File: config.mk
export PLATFORM = sky130hd
export DESIGN_NAME = jacobi_symbol_unit_flat
export DESIGN_NICKNAME = d
export VERILOG_FILES = /design/src/rtl/jsu_pkg.sv /design/src/rtl/jsu_if.sv /design/src/rtl/jsu_dp.sv /design/src/rtl/jsu_ctrl.sv /design/src/rtl/jacobi_symbol_unit.sv /design/src/flat_wrapper.sv
export SDC_FILE = /design/constraint.sdc
export NUM_CORES = 1
export LEC_CHECK = 0
export ABC_AREA = 1
export BUFFER_PORTS_ARGS = -buffer_cell sky130_fd_sc_hd__buf_2
export CORE_MARGIN = 2
export CORE_UTILIZATION = 56
export DETAILED_ROUTE_END_ITERATION = 10
export HOLD_SLACK_MARGIN = 0.05
export PLACE_DENSITY = 0.77
export SYNTH_ARGS = -nofsm -noshare
export SYNTH_HDL_FRONTEND = slang
export SYNTH_SLANG_ARGS = --single-unit
File: constraint.sdc
create_clock -name i_clk -period 4.2 [get_ports i_clk]
set_clock_uncertainty 0.05 [all_clocks]
set_input_delay 0.21 -clock i_clk [delete_from_list [all_inputs] [get_ports i_clk]]
set_output_delay 0.21 -clock i_clk [all_outputs]
set_load 0.02 [all_outputs]
File: src/rtl/jsu_pkg.sv
// ----------------------------------------------------------------------------
// jsu_pkg: shared types and constants of the Jacobi symbol unit
// Field widths, symbol codes, controller states and the command/status
// bundles between controller and datapath.
// ----------------------------------------------------------------------------
package jsu_pkg;

    localparam int VALUE_W   = 63;
    localparam int MODULUS_W = 63;
    localparam int SYMBOL_W  = 2;

    typedef logic signed [SYMBOL_W-1:0] t_symbol;

    localparam t_symbol SYM_POS  = 2'sb01;
    localparam t_symbol SYM_ZERO = 2'sb00;
    localparam t_symbol SYM_NEG  = 2'sb11;

    // residues that flip the sign
    localparam logic [2:0] MOD8_THREE = 3'd3;
    localparam logic [2:0] MOD8_FIVE  = 3'd5;
    localparam logic [1:0] MOD4_THREE = 2'd3;

    typedef enum logic [1:0] {
        ST_IDLE,
        ST_REDUCE,
        ST_DIV,
        ST_FINISH
    } t_state;

    typedef struct packed {
        logic load;   // take a new operand pair
        logic strip;  // drop one factor of two from the value
        logic swap;   // swap operands and start the remainder
        logic div;    // one shift-subtract step
        logic emit;   // load the result register
    } t_cmd;

    typedef struct packed {
        logic top_zero;
        logic top_odd;
        logic div_last;
    } t_stat;

endpackage

File: src/rtl/jsu_if.sv
// ----------------------------------------------------------------------------
// jsu_if: valid/ready channels of the Jacobi symbol unit
// Input channel carries an operand pair, output channel carries the symbol.
// ----------------------------------------------------------------------------
interface jsu_in_if;
    logic                          valid;
    logic                          ready;
    logic [jsu_pkg::VALUE_W-1:0]   value;
    logic [jsu_pkg::MODULUS_W-1:0] modulus;

    modport source (output valid, output value, output modulus, input ready);
    modport sink   (input valid, input value, input modulus, output ready);
endinterface

interface jsu_out_if;
    logic             valid;
    logic             ready;
    jsu_pkg::t_symbol symbol;

    modport source (output valid, output symbol, input ready);
    modport sink   (input valid, input symbol, output ready);
endinterface

File: src/rtl/jsu_dp.sv
// ----------------------------------------------------------------------------
// jsu_dp: Jacobi symbol datapath
// Operand registers, sign flag, bit-serial remainder and result register.
// ----------------------------------------------------------------------------
module jsu_dp #(
    parameter int WORD_BITS = 64
) (
    input  logic                          i_clk,
    input  logic [jsu_pkg::VALUE_W-1:0]   i_value,
    input  logic [jsu_pkg::MODULUS_W-1:0] i_modulus,
    input  jsu_pkg::t_cmd                 i_cmd,
    output jsu_pkg::t_stat                o_stat,
    output jsu_pkg::t_symbol              o_symbol
);
    import jsu_pkg::*;

    localparam int OW = WORD_BITS - 1;
    localparam int CW = $clog2(OW);
    localparam logic [CW-1:0] CNT_INIT = CW'(OW - 1);

    logic [OW-1:0] r_top, n_top;
    logic [OW-1:0] r_bot, n_bot;
    logic [OW-1:0] r_rem, n_rem;
    logic [CW-1:0] r_cnt, n_cnt;
    logic          r_neg, n_neg;
    t_symbol       r_symbol, n_symbol;

    logic [OW:0]   rem_sh;
    logic [OW:0]   rem_diff;
    logic [OW-1:0] rem_next;
    logic          flip8;
    logic          flip4;

    always_comb begin
        rem_sh   = {r_rem, r_top[OW-1]};
        rem_diff = rem_sh - {1'b0, r_bot};
        // borrow set means the shifted remainder stays below the divisor
        rem_next = rem_diff[OW] ? rem_sh[OW-1:0] : rem_diff[OW-1:0];
        flip8    = (r_bot[2:0] == MOD8_THREE) || (r_bot[2:0] == MOD8_FIVE);
        flip4    = (r_bot[1:0] == MOD4_THREE) && (r_top[1:0] == MOD4_THREE);
    end

    always_comb begin
        n_top    = r_top;
        n_bot    = r_bot;
        n_rem    = r_rem;
        n_cnt    = r_cnt;
        n_neg    = r_neg;
        n_symbol = r_symbol;
        if (i_cmd.load) begin
            n_top = i_value[OW-1:0];
            n_bot = i_modulus[OW-1:0];
            n_neg = 1'b0;
        end else if (i_cmd.strip) begin
            n_top = r_top >> 1;
            n_neg = r_neg ^ flip8;
        end else if (i_cmd.swap) begin
            n_top = r_bot;
            n_bot = r_top;
            n_neg = r_neg ^ flip4;
            n_rem = '0;
            n_cnt = CNT_INIT;
        end else if (i_cmd.div) begin
            n_rem = rem_next;
            n_cnt = r_cnt - 1'b1;
            n_top = (r_cnt == '0) ? rem_next : (r_top << 1);
        end
        if (i_cmd.emit) begin
            if (r_bot == OW'(1)) begin
                n_symbol = r_neg ? SYM_NEG : SYM_POS;
            end else begin
                n_symbol = SYM_ZERO;
            end
        end
    end

    always_ff @(posedge i_clk) begin
        r_top    <= n_top;
        r_bot    <= n_bot;
        r_rem    <= n_rem;
        r_cnt    <= n_cnt;
        r_neg    <= n_neg;
        r_symbol <= n_symbol;
    end

    assign o_stat.top_zero = (r_top == '0);
    assign o_stat.top_odd  = r_top[0];
    assign o_stat.div_last = (r_cnt == '0);
    assign o_symbol        = r_symbol;

endmodule

File: src/rtl/jsu_ctrl.sv
// ----------------------------------------------------------------------------
// jsu_ctrl: Jacobi symbol controller
// Sequences strip, swap and remainder steps and owns the output valid flag.
// ----------------------------------------------------------------------------
module jsu_ctrl (
    input  logic           i_clk,
    input  logic           i_rst_n,
    input  logic           i_in_valid,
    output logic           o_in_ready,
    input  logic           i_out_ready,
    output logic           o_out_valid,
    input  jsu_pkg::t_stat i_stat,
    output jsu_pkg::t_cmd  o_cmd
);
    import jsu_pkg::*;

    t_state r_state, n_state;
    logic   r_out_valid, n_out_valid;

    always_ff @(posedge i_clk) begin
        if (!i_rst_n) begin
            r_state     <= ST_IDLE;
            r_out_valid <= 1'b0;
        end else begin
            r_state     <= n_state;
            r_out_valid <= n_out_valid;
        end
    end

    always_comb begin
        n_state     = r_state;
        o_cmd       = '0;
        o_in_ready  = 1'b0;
        n_out_valid = (r_out_valid && !i_out_ready) ? 1'b1 : 1'b0;
        case (r_state)
            ST_IDLE: begin
                o_in_ready = 1'b1;
                if (i_in_valid) begin
                    o_cmd.load = 1'b1;
                    n_state    = ST_REDUCE;
                end
            end
            ST_REDUCE: begin
                if (i_stat.top_zero) begin
                    n_state = ST_FINISH;
                end else if (!i_stat.top_odd) begin
                    o_cmd.strip = 1'b1;
                end else begin
                    o_cmd.swap = 1'b1;
                    n_state    = ST_DIV;
                end
            end
            ST_DIV: begin
                o_cmd.div = 1'b1;
                if (i_stat.div_last) begin
                    n_state = ST_REDUCE;
                end
            end
            ST_FINISH: begin
                // wait for the result register to free up
                if (!r_out_valid || i_out_ready) begin
                    o_cmd.emit  = 1'b1;
                    n_out_valid = 1'b1;
                    n_state     = ST_IDLE;
                end
            end
            default: begin
                n_state = ST_IDLE;
            end
        endcase
    end

    assign o_out_valid = r_out_valid;

endmodule

File: src/rtl/jacobi_symbol_unit.sv
// Each remainder is a restoring shift-subtract over the OW = WORD_BITS - 1
// bits of the value, one bit per step. One item in flight: no new item is
// accepted until the symbol has been written to the output register.
// Synchronous active-low reset clears the state machine and output valid.
// ----------------------------------------------------------------------------
// jacobi_symbol_unit: binary Jacobi symbol (a/p)
// Controller plus datapath. Returns +1, -1 or 0 for one operand pair per item.
// ----------------------------------------------------------------------------
module jacobi_symbol_unit #(
    parameter int WORD_BITS = 64
) (
    input  logic      i_clk,
    input  logic      i_rst_n,
    jsu_in_if.sink    i_in,
    jsu_out_if.source o_out
);
    import jsu_pkg::*;

    t_cmd  cmd;
    t_stat stat;

    // Controller: IDLE takes an item, REDUCE strips a two per cycle, swaps the
    // operands once the value is odd or ends once it is zero, DIV runs the
    // remainder bit by bit, FINISH drops the symbol into the output register once it is free.
    jsu_ctrl u_ctrl (
        .i_clk       (i_clk),
        .i_rst_n     (i_rst_n),
        .i_in_valid  (i_in.valid),
        .o_in_ready  (i_in.ready),
        .i_out_ready (o_out.ready),
        .o_out_valid (o_out.valid),
        .i_stat      (stat),
        .o_cmd       (cmd)
    );

    // Datapath: operands are kept in WORD_BITS-1 bits, upper input bits dropped.
    jsu_dp #(
        .WORD_BITS (WORD_BITS)
    ) u_dp (
        .i_clk     (i_clk),
        .i_value   (i_in.value),
        .i_modulus (i_in.modulus),
        .i_cmd     (cmd),
        .o_stat    (stat),
        .o_symbol  (o_out.symbol)
    );

endmodule

File: src/flat_wrapper.sv
// flat-port wrapper written by rule: the top's interface ports become plain ports
module jacobi_symbol_unit_flat import jsu_pkg::*;
#(
    parameter int WORD_BITS = 64
)
  (i_clk, i_rst_n, i_in_valid, i_in_value, i_in_modulus, i_in_ready, o_out_valid, o_out_symbol, o_out_ready);
  jsu_in_if i_in_i ();
  jsu_out_if o_out_i ();
  input  logic i_clk;
  input  logic i_rst_n;
  input wire logic [$bits(i_in_i.valid)-1:0] i_in_valid;
  input wire logic [$bits(i_in_i.value)-1:0] i_in_value;
  input wire logic [$bits(i_in_i.modulus)-1:0] i_in_modulus;
  output wire logic [$bits(i_in_i.ready)-1:0] i_in_ready;
  output wire logic [$bits(o_out_i.valid)-1:0] o_out_valid;
  output wire logic [$bits(o_out_i.symbol)-1:0] o_out_symbol;
  input wire logic [$bits(o_out_i.ready)-1:0] o_out_ready;
  assign i_in_i.valid = i_in_valid;
  assign i_in_i.value = i_in_value;
  assign i_in_i.modulus = i_in_modulus;
  assign i_in_ready = i_in_i.ready;
  assign o_out_valid = o_out_i.valid;
  assign o_out_symbol = o_out_i.symbol;
  assign o_out_i.ready = o_out_ready;
  jacobi_symbol_unit #(.WORD_BITS(WORD_BITS)) u_core (.i_clk(i_clk), .i_rst_n(i_rst_n), .i_in(i_in_i), .o_out(o_out_i));
endmodule
# Word-level counts from Yosys, hierarchy flattened
# Index checks and enable logic that the tools add are counted.
# Widths: inputs -> output; s select.
# totals
regBits,201
latch_bits,0
mem_bits_rw,0
mem_bits_ro,0
input_bits,130
output_inout_bits,4
mem_count,0
# op_classes
add_sub_neg,2
multipliers,0
n_div,0
n_lt_le_gt_ge,0
eq_ne,13
shift,0
mux,33
bitwise,4
n_reduce_logical,16
# ops
cell,n
$mux 63,10
$sub 64x63->64,1
$eq 63x1->1 const B,1
$logic_not 63->1,1
$mux 2,8
$mux 1,13
$eq 2x2->1 const B,4
$pmux 2 s4,1
$logic_not 6->1,1
$mux 6,1
$reduce_bool 2->1,3
$sub 6x1->6 const B,1
$ne 2x1->1 const B,2
$ne 2x2->1 const B,2
$reduce_and 4->1,1
$reduce_bool 4->1,1
$eq 3x2->1 const B,1
$eq 3x3->1 const B,1
$ne 3x2->1 const B,1
$reduce_and 3->1,1
$eq 2x1->1 const B,1
$logic_and 1x1->1,2
$logic_not 1->1,2
$logic_not 2->1,1
4 further kinds,7

# Logic depth before layout (Yosys ltp)
# depth
word_depth,7
ltp_mapped,22
ltp_nobuf,21

# Modules after synthesis
# From an unflattened synthesis, not the netlist that was laid out.
# unflattened
cells_unflattened,2646
hier_area_um2,17007.6
# modules_own_cells
mod,instances,cells_per_inst,area_per_inst_um2,seq_area_each_um2
jsu_dp,1,2609,16793.6,5935.7
jsu_ctrl,1,37,214.0,60.1

# Least setup slack after synthesis
# No wires, ideal clock.
# synth_path
kind,flip-flop to flip-flop
from,reg u_core.u_dp.r_top[0]
to,reg u_core.u_dp.r_top[0] (enable)
setup_ps,843
arrival_time_ps,2983
required_time_ps,3307
slack_ps,324
stages_incl_launch_ff,10
path_buffers,1
cell_sequence,edfxtp_1 inv_1 nand4_1 nor4_1 nand4_1 nand3_2 nand2_1 clkbuf_8 inv_1 nand3_1
# synth_via
elab_chain_cells,4
elab_cells_between_ends,6
# synth_lines
item,line,rtl
"start, declared",jsu_dp.sv:21,"logic [OW-1:0] r_top, n_top;"
"start signal, assigned",jsu_dp.sv:78,r_top <= n_top;
$logic_not 63->1 or $mux 1 (tied branches),"jsu_dp.sv:86, jsu_ctrl.sv:46",
$mux 2 *,jsu_ctrl.sv:44,if (i_stat.top_zero) begin
$mux 2 *,jsu_ctrl.sv:35,case (r_state)
$reduce_bool 4->1 (no source line) *,-,
# Every way passes the cells marked *; elsewhere a longest branch is shown, timed or not.
# A chain may end at the register's enable or synchronous reset.

# Worst setup path in the final report
# layout_path
from,reg u_core.u_dp.r_top[62]
to,"reg u_core.u_dp.r_top[60], data pin"
# layout_via
elab_chain_cells,7
elab_cells_between_ends,10
# layout_lines
item,line,rtl
$sub 64x63->64,jsu_dp.sv:36,"rem_diff = rem_sh - {1'b0, r_bot};"
$mux 63,jsu_dp.sv:38,rem_next = rem_diff[OW] ? rem_sh[OW-1:0] : rem_diff[OW-1:0];
$mux 63,jsu_dp.sv:66,n_top = (r_cnt == '0) ? rem_next : (r_top << 1);
$mux 63,jsu_dp.sv:63,end else if (i_cmd.div) begin
$mux 63,jsu_dp.sv:57,end else if (i_cmd.swap) begin
$mux 63 *,jsu_dp.sv:54,end else if (i_cmd.strip) begin
$mux 63 *,jsu_dp.sv:50,if (i_cmd.load) begin
named net u_core.u_dp.n_top[60],jsu_dp.sv:21,
# The timed path passes the listed nets; every way through them passes the cells marked *. The select of a mux whose other input is x is not followed.

==> impl_metrics.yaml <==
sta:
  min_period_ns: 3.66
  finalCritPeriodShare_pct: 87.2
  max_freq_ghz: 0.273
  tns_ns: 0
  rsz0062_at_grt: "no"
  setup_violations: 0
  relSlewSlack_pct: 18.4
  report.final.slew_viol_count: 0
  worst_slew_pin_slew_ns: 1.22
  hold_viol: 0
synthesis:
  synth_area_leaders: "edfxtp_1, nand2_1, inv_1, a21oi_1, ha_1"
  yosysTopAreaCellShare_pct: 33.7
  synth_cells: 2645
  syn_avg_cell_area_um2: 6.63
  synth-edff-count: 197
  seq_area_frac_synth_pct: 34.2
  ys_ff_latch: 201
  syn-cell-area_mm2: 0.0175
  async_flop_share_pct: 0
  yosys.area.top_type: "edfxtp_1"
  yosys_warnings: 0
  syn_nets: 2840
  synth-main-ff-cell: "edfxtp_1"
  yosys.cell_types.count: 46
floorplanning:
  die_width_um: 181
  io_pins: 134
  die_area_mm2: 0.0327
  fp-row-count: 64
  start_util_pct: 57.2
  die_h_um: 181
  core-area_mm2: 0.0307
global_routing:
  grt_max_degree: 192
  grt_overflow: 0
  antenna_found_initial: 1
  track_usage_pct: 37.9
  grt_pass1_vias: 18400
  grt_pass1_wl_um: 98500
routing:
  drtIter0Drc: 1959
  first_pass_iters: 6
  drc: 0
  num_vias: 18500
  avgRoutedWirePerCell_um: 19.3
  via_per_inst: 5.64
  ant_nets: 0
  wl_um: 63400
clocking:
  clock_latency_ns: 0.55
  clkSlewWorstSetupHoldPaths_ns: 0.07
  cts_max_level: 1
  cts_buffer_depth: 3
  cts_buffers: 23
  cts_sinks: 201
  root_buffer: "clkbuf_16"
  cts_tree: "built"
placement:
  io_buffers: 133
  gp_congestion: 1.01
  dp_cells: 3114
  hpwl_um: 43200
  placed_cell_area_mm2: 0.0184
critical_path:
  critPathArrivalTime_ns: 3.91
  worstSetupPathType: "reg2reg"
  crit_path_frequent_cell: "nand2_1"
  slowest_delay_ns: 0.47
  critPathSlowestCell: "fa_1"
  worstPathRequired_ns: 4.45
  crit_fanout: 4
  crit_buf_inv: 2
  cp_cell_sequence: "inv_1 -> ha_1 -> inv_1 -> fa_1 -> nand3_1 -> nand3_1 -> nand2_1 -> nand3_1 -> nand2_1 -> nand2_1 -> nand2_1 -> nand2_1 -> nand2_1 -> nand2_1 -> nand2_1 -> nand3_2 -> nand3_2 -> nand2_1 -> nand2_1 -> nand2_1"
  critical-path-top-delay-family: "simple AND/OR/NAND/NOR gates"
  crit_path_start_kind: "register"
  cp-end-kind: "register"
layout:
  syn_to_final_growth_pct: 16.9
  fill_cells: 2461
  final_nets: 3068
  final_area_mm2: 0.0205
  fin_util_pct: 66.8
  stdcell_count: 3286
  antenna_cells: 0
  drive_above_1_share_pct: 11.2
pwr:
  power.leakage_nw: 10.2
  p_total_mw: 15.1
  vdd_ir_drop_max_v: 0.000450
  power_density_mw_per_mm2: 735
run:
  cap_viol_max_count: 0
worst_hold_path:
  hp-class: "in2reg"
outcome:
  run_status: "finished, final reports clean"
-- layout make-up --
cell class	instances	area, um2	area share, %
multi-input cells	1845	9110	44.4
flip-flops and latches	201	6000	29.3
repair buffers	280	2130	10.4
inverters	522	1960	9.58
clock buffers	23	576	2.81
well taps	396	495	2.42
clock inverters	19	223	1.09
-- worst paths after layout --
path                        startpoint                         to  slack [ns]  depth (start not counted)
min reg2reg  u_core.u_ctrl.o_out_valid  u_core.u_ctrl.o_out_valid        0.48                          2
max              u_core.u_dp.r_top[62]      u_core.u_dp.r_top[60]        0.54                         20
min                   i_in_modulus[15]      u_core.u_dp.r_bot[15]        0.43                          4
max reg2reg      u_core.u_dp.r_top[62]      u_core.u_dp.r_top[60]        0.54                         20
-- power breakdown --
group	internal (mW)	total (mW)	leakage [nW]	switching, mW
combinational	2.74	9.06	7.93	6.32
sequential	3.38	3.79	1.92	0.416
clock	1.31	2.22	0.392	0.915
total	7.42	15.1	10.2	7.65
-- layer usage --
| metal | up-vias | part of all wire (%) | global-route usage [%] |
|---|---|---|---|
| met5 | - | 0 | 0 |
| li1 | 8795 | - | - |
| met3 | 135 | 8.8 | 5.08 |
| met4 | 0 | 2.9 | 11.0 |
| met2 | 1040 | 47 | 64.3 |
| met1 | 8567 | 41 | 50.6 |
-- metrics by stage --
step,setup slack (ns),hold slack (ns)
final,0.538,0.428
after global routing,0.384,0.453
after CTS,0.684,0.414
after detailed placement,0.706,0.433
after global placement,0.743,0.423
after floorplan,0.324,0.292
-- logic make-up (layout without fill, tap and decap cells) --
logic type	Yosys count	after routing	synth area share, %
buf+inv	599	844	13.9
xor+xnor	34	34	1.70
simple gates	1374	1374	34.5
flops	201	201	34.2
fa+ha+maj	65	65	4.68
compound gates	372	372	11.0
-- flip-flops by register name (all words and copies together), names as in the netlist --
signal,cells
u_core.u_dp.r_top,63
u_core.u_dp.r_neg,1
u_core.u_dp.r_cnt,6
u_core.u_dp.o_symbol,2
u_core.u_dp.r_rem,63
u_core.u_ctrl.r_state,2
u_core.u_ctrl.o_out_valid,1
u_core.u_dp.r_bot,63
-- worst reg2reg max path, cell delays in order (launching register included) --
cell	delay, ns
edfxtp_1	0.44
inv_1	0.23
ha_1	0.19
inv_1	0.08
fa_1	0.47
nand3_1	0.10
nand3_1	0.17
nand2_1	0.11
nand3_1	0.23
nand2_1	0.13
nand2_1	0.14
nand2_1	0.10
nand2_1	0.18
nand2_1	0.18
nand2_1	0.08
nand2_1	0.07
nand3_2	0.11
nand3_2	0.13
nand2_1	0.09
nand2_1	0.08
nand2_1	0.06
-- cell usage in the layout (no fill, tap or decap), types with 3 or more instances in the layout --
cell	netlist	routed
nand3_2	53	54
o21bai_1	10	10
edfxtp_1	197	197
dlygate4sd3_1	0	130
inv_1	516	516
xnor2_1	32	32
nor2_1	178	177
nor4_1	19	19
o21ai_0	157	157
inv_6	0	3
clkbuf_16	0	23
ha_1	64	64
clkinv_1	0	6
nor3_1	17	17
nand3_1	111	110
nand2_2	53	56
clkinv_2	0	5
a21oi_2	3	3
nand2_4	4	4
a21o_1	3	3
inv_2	6	5
bufinv_16	0	5
dfxtp_1	4	4
a21oi_1	196	196
buf_2	7	133
nor2_4	2	3
buf_12	5	3
nand4_1	37	37
buf_4	4	14
nand2_1	886	883
nor2_2	3	3
-- synthesized netlist by cell type, types with 2 or more instances --
cell and count:
a21o_1 3, a21oi_1 196, a21oi_2 3, buf_12 5, buf_2 7, buf_4 4
buf_6 2, buf_8 2, clkbuf_1 50, clkbuf_8 4, dfxtp_1 4, edfxtp_1 197
ha_1 64, inv_1 516, inv_2 6, nand2_1 886, nand2_2 53, nand2_4 4
nand2_8 2, nand3_1 111, nand3_2 53, nand4_1 37, nor2_1 178, nor2_2 3
nor2_4 2, nor3_1 17, nor4_1 19, o21ai_0 157, o21bai_1 10, or2_2 2
xnor2_1 32, xor2_1 2
-- repair_timing --
| item | in CTS | in global routing |
|---|---|---|
| hold buffers | 130 | 0 |
| endpoints found under the hold margin | 131 | 0 |
| resized for setup | 0 | 0 |
| buffers inserted | 0 | 0 |
(Power assumes the default switching activity.)
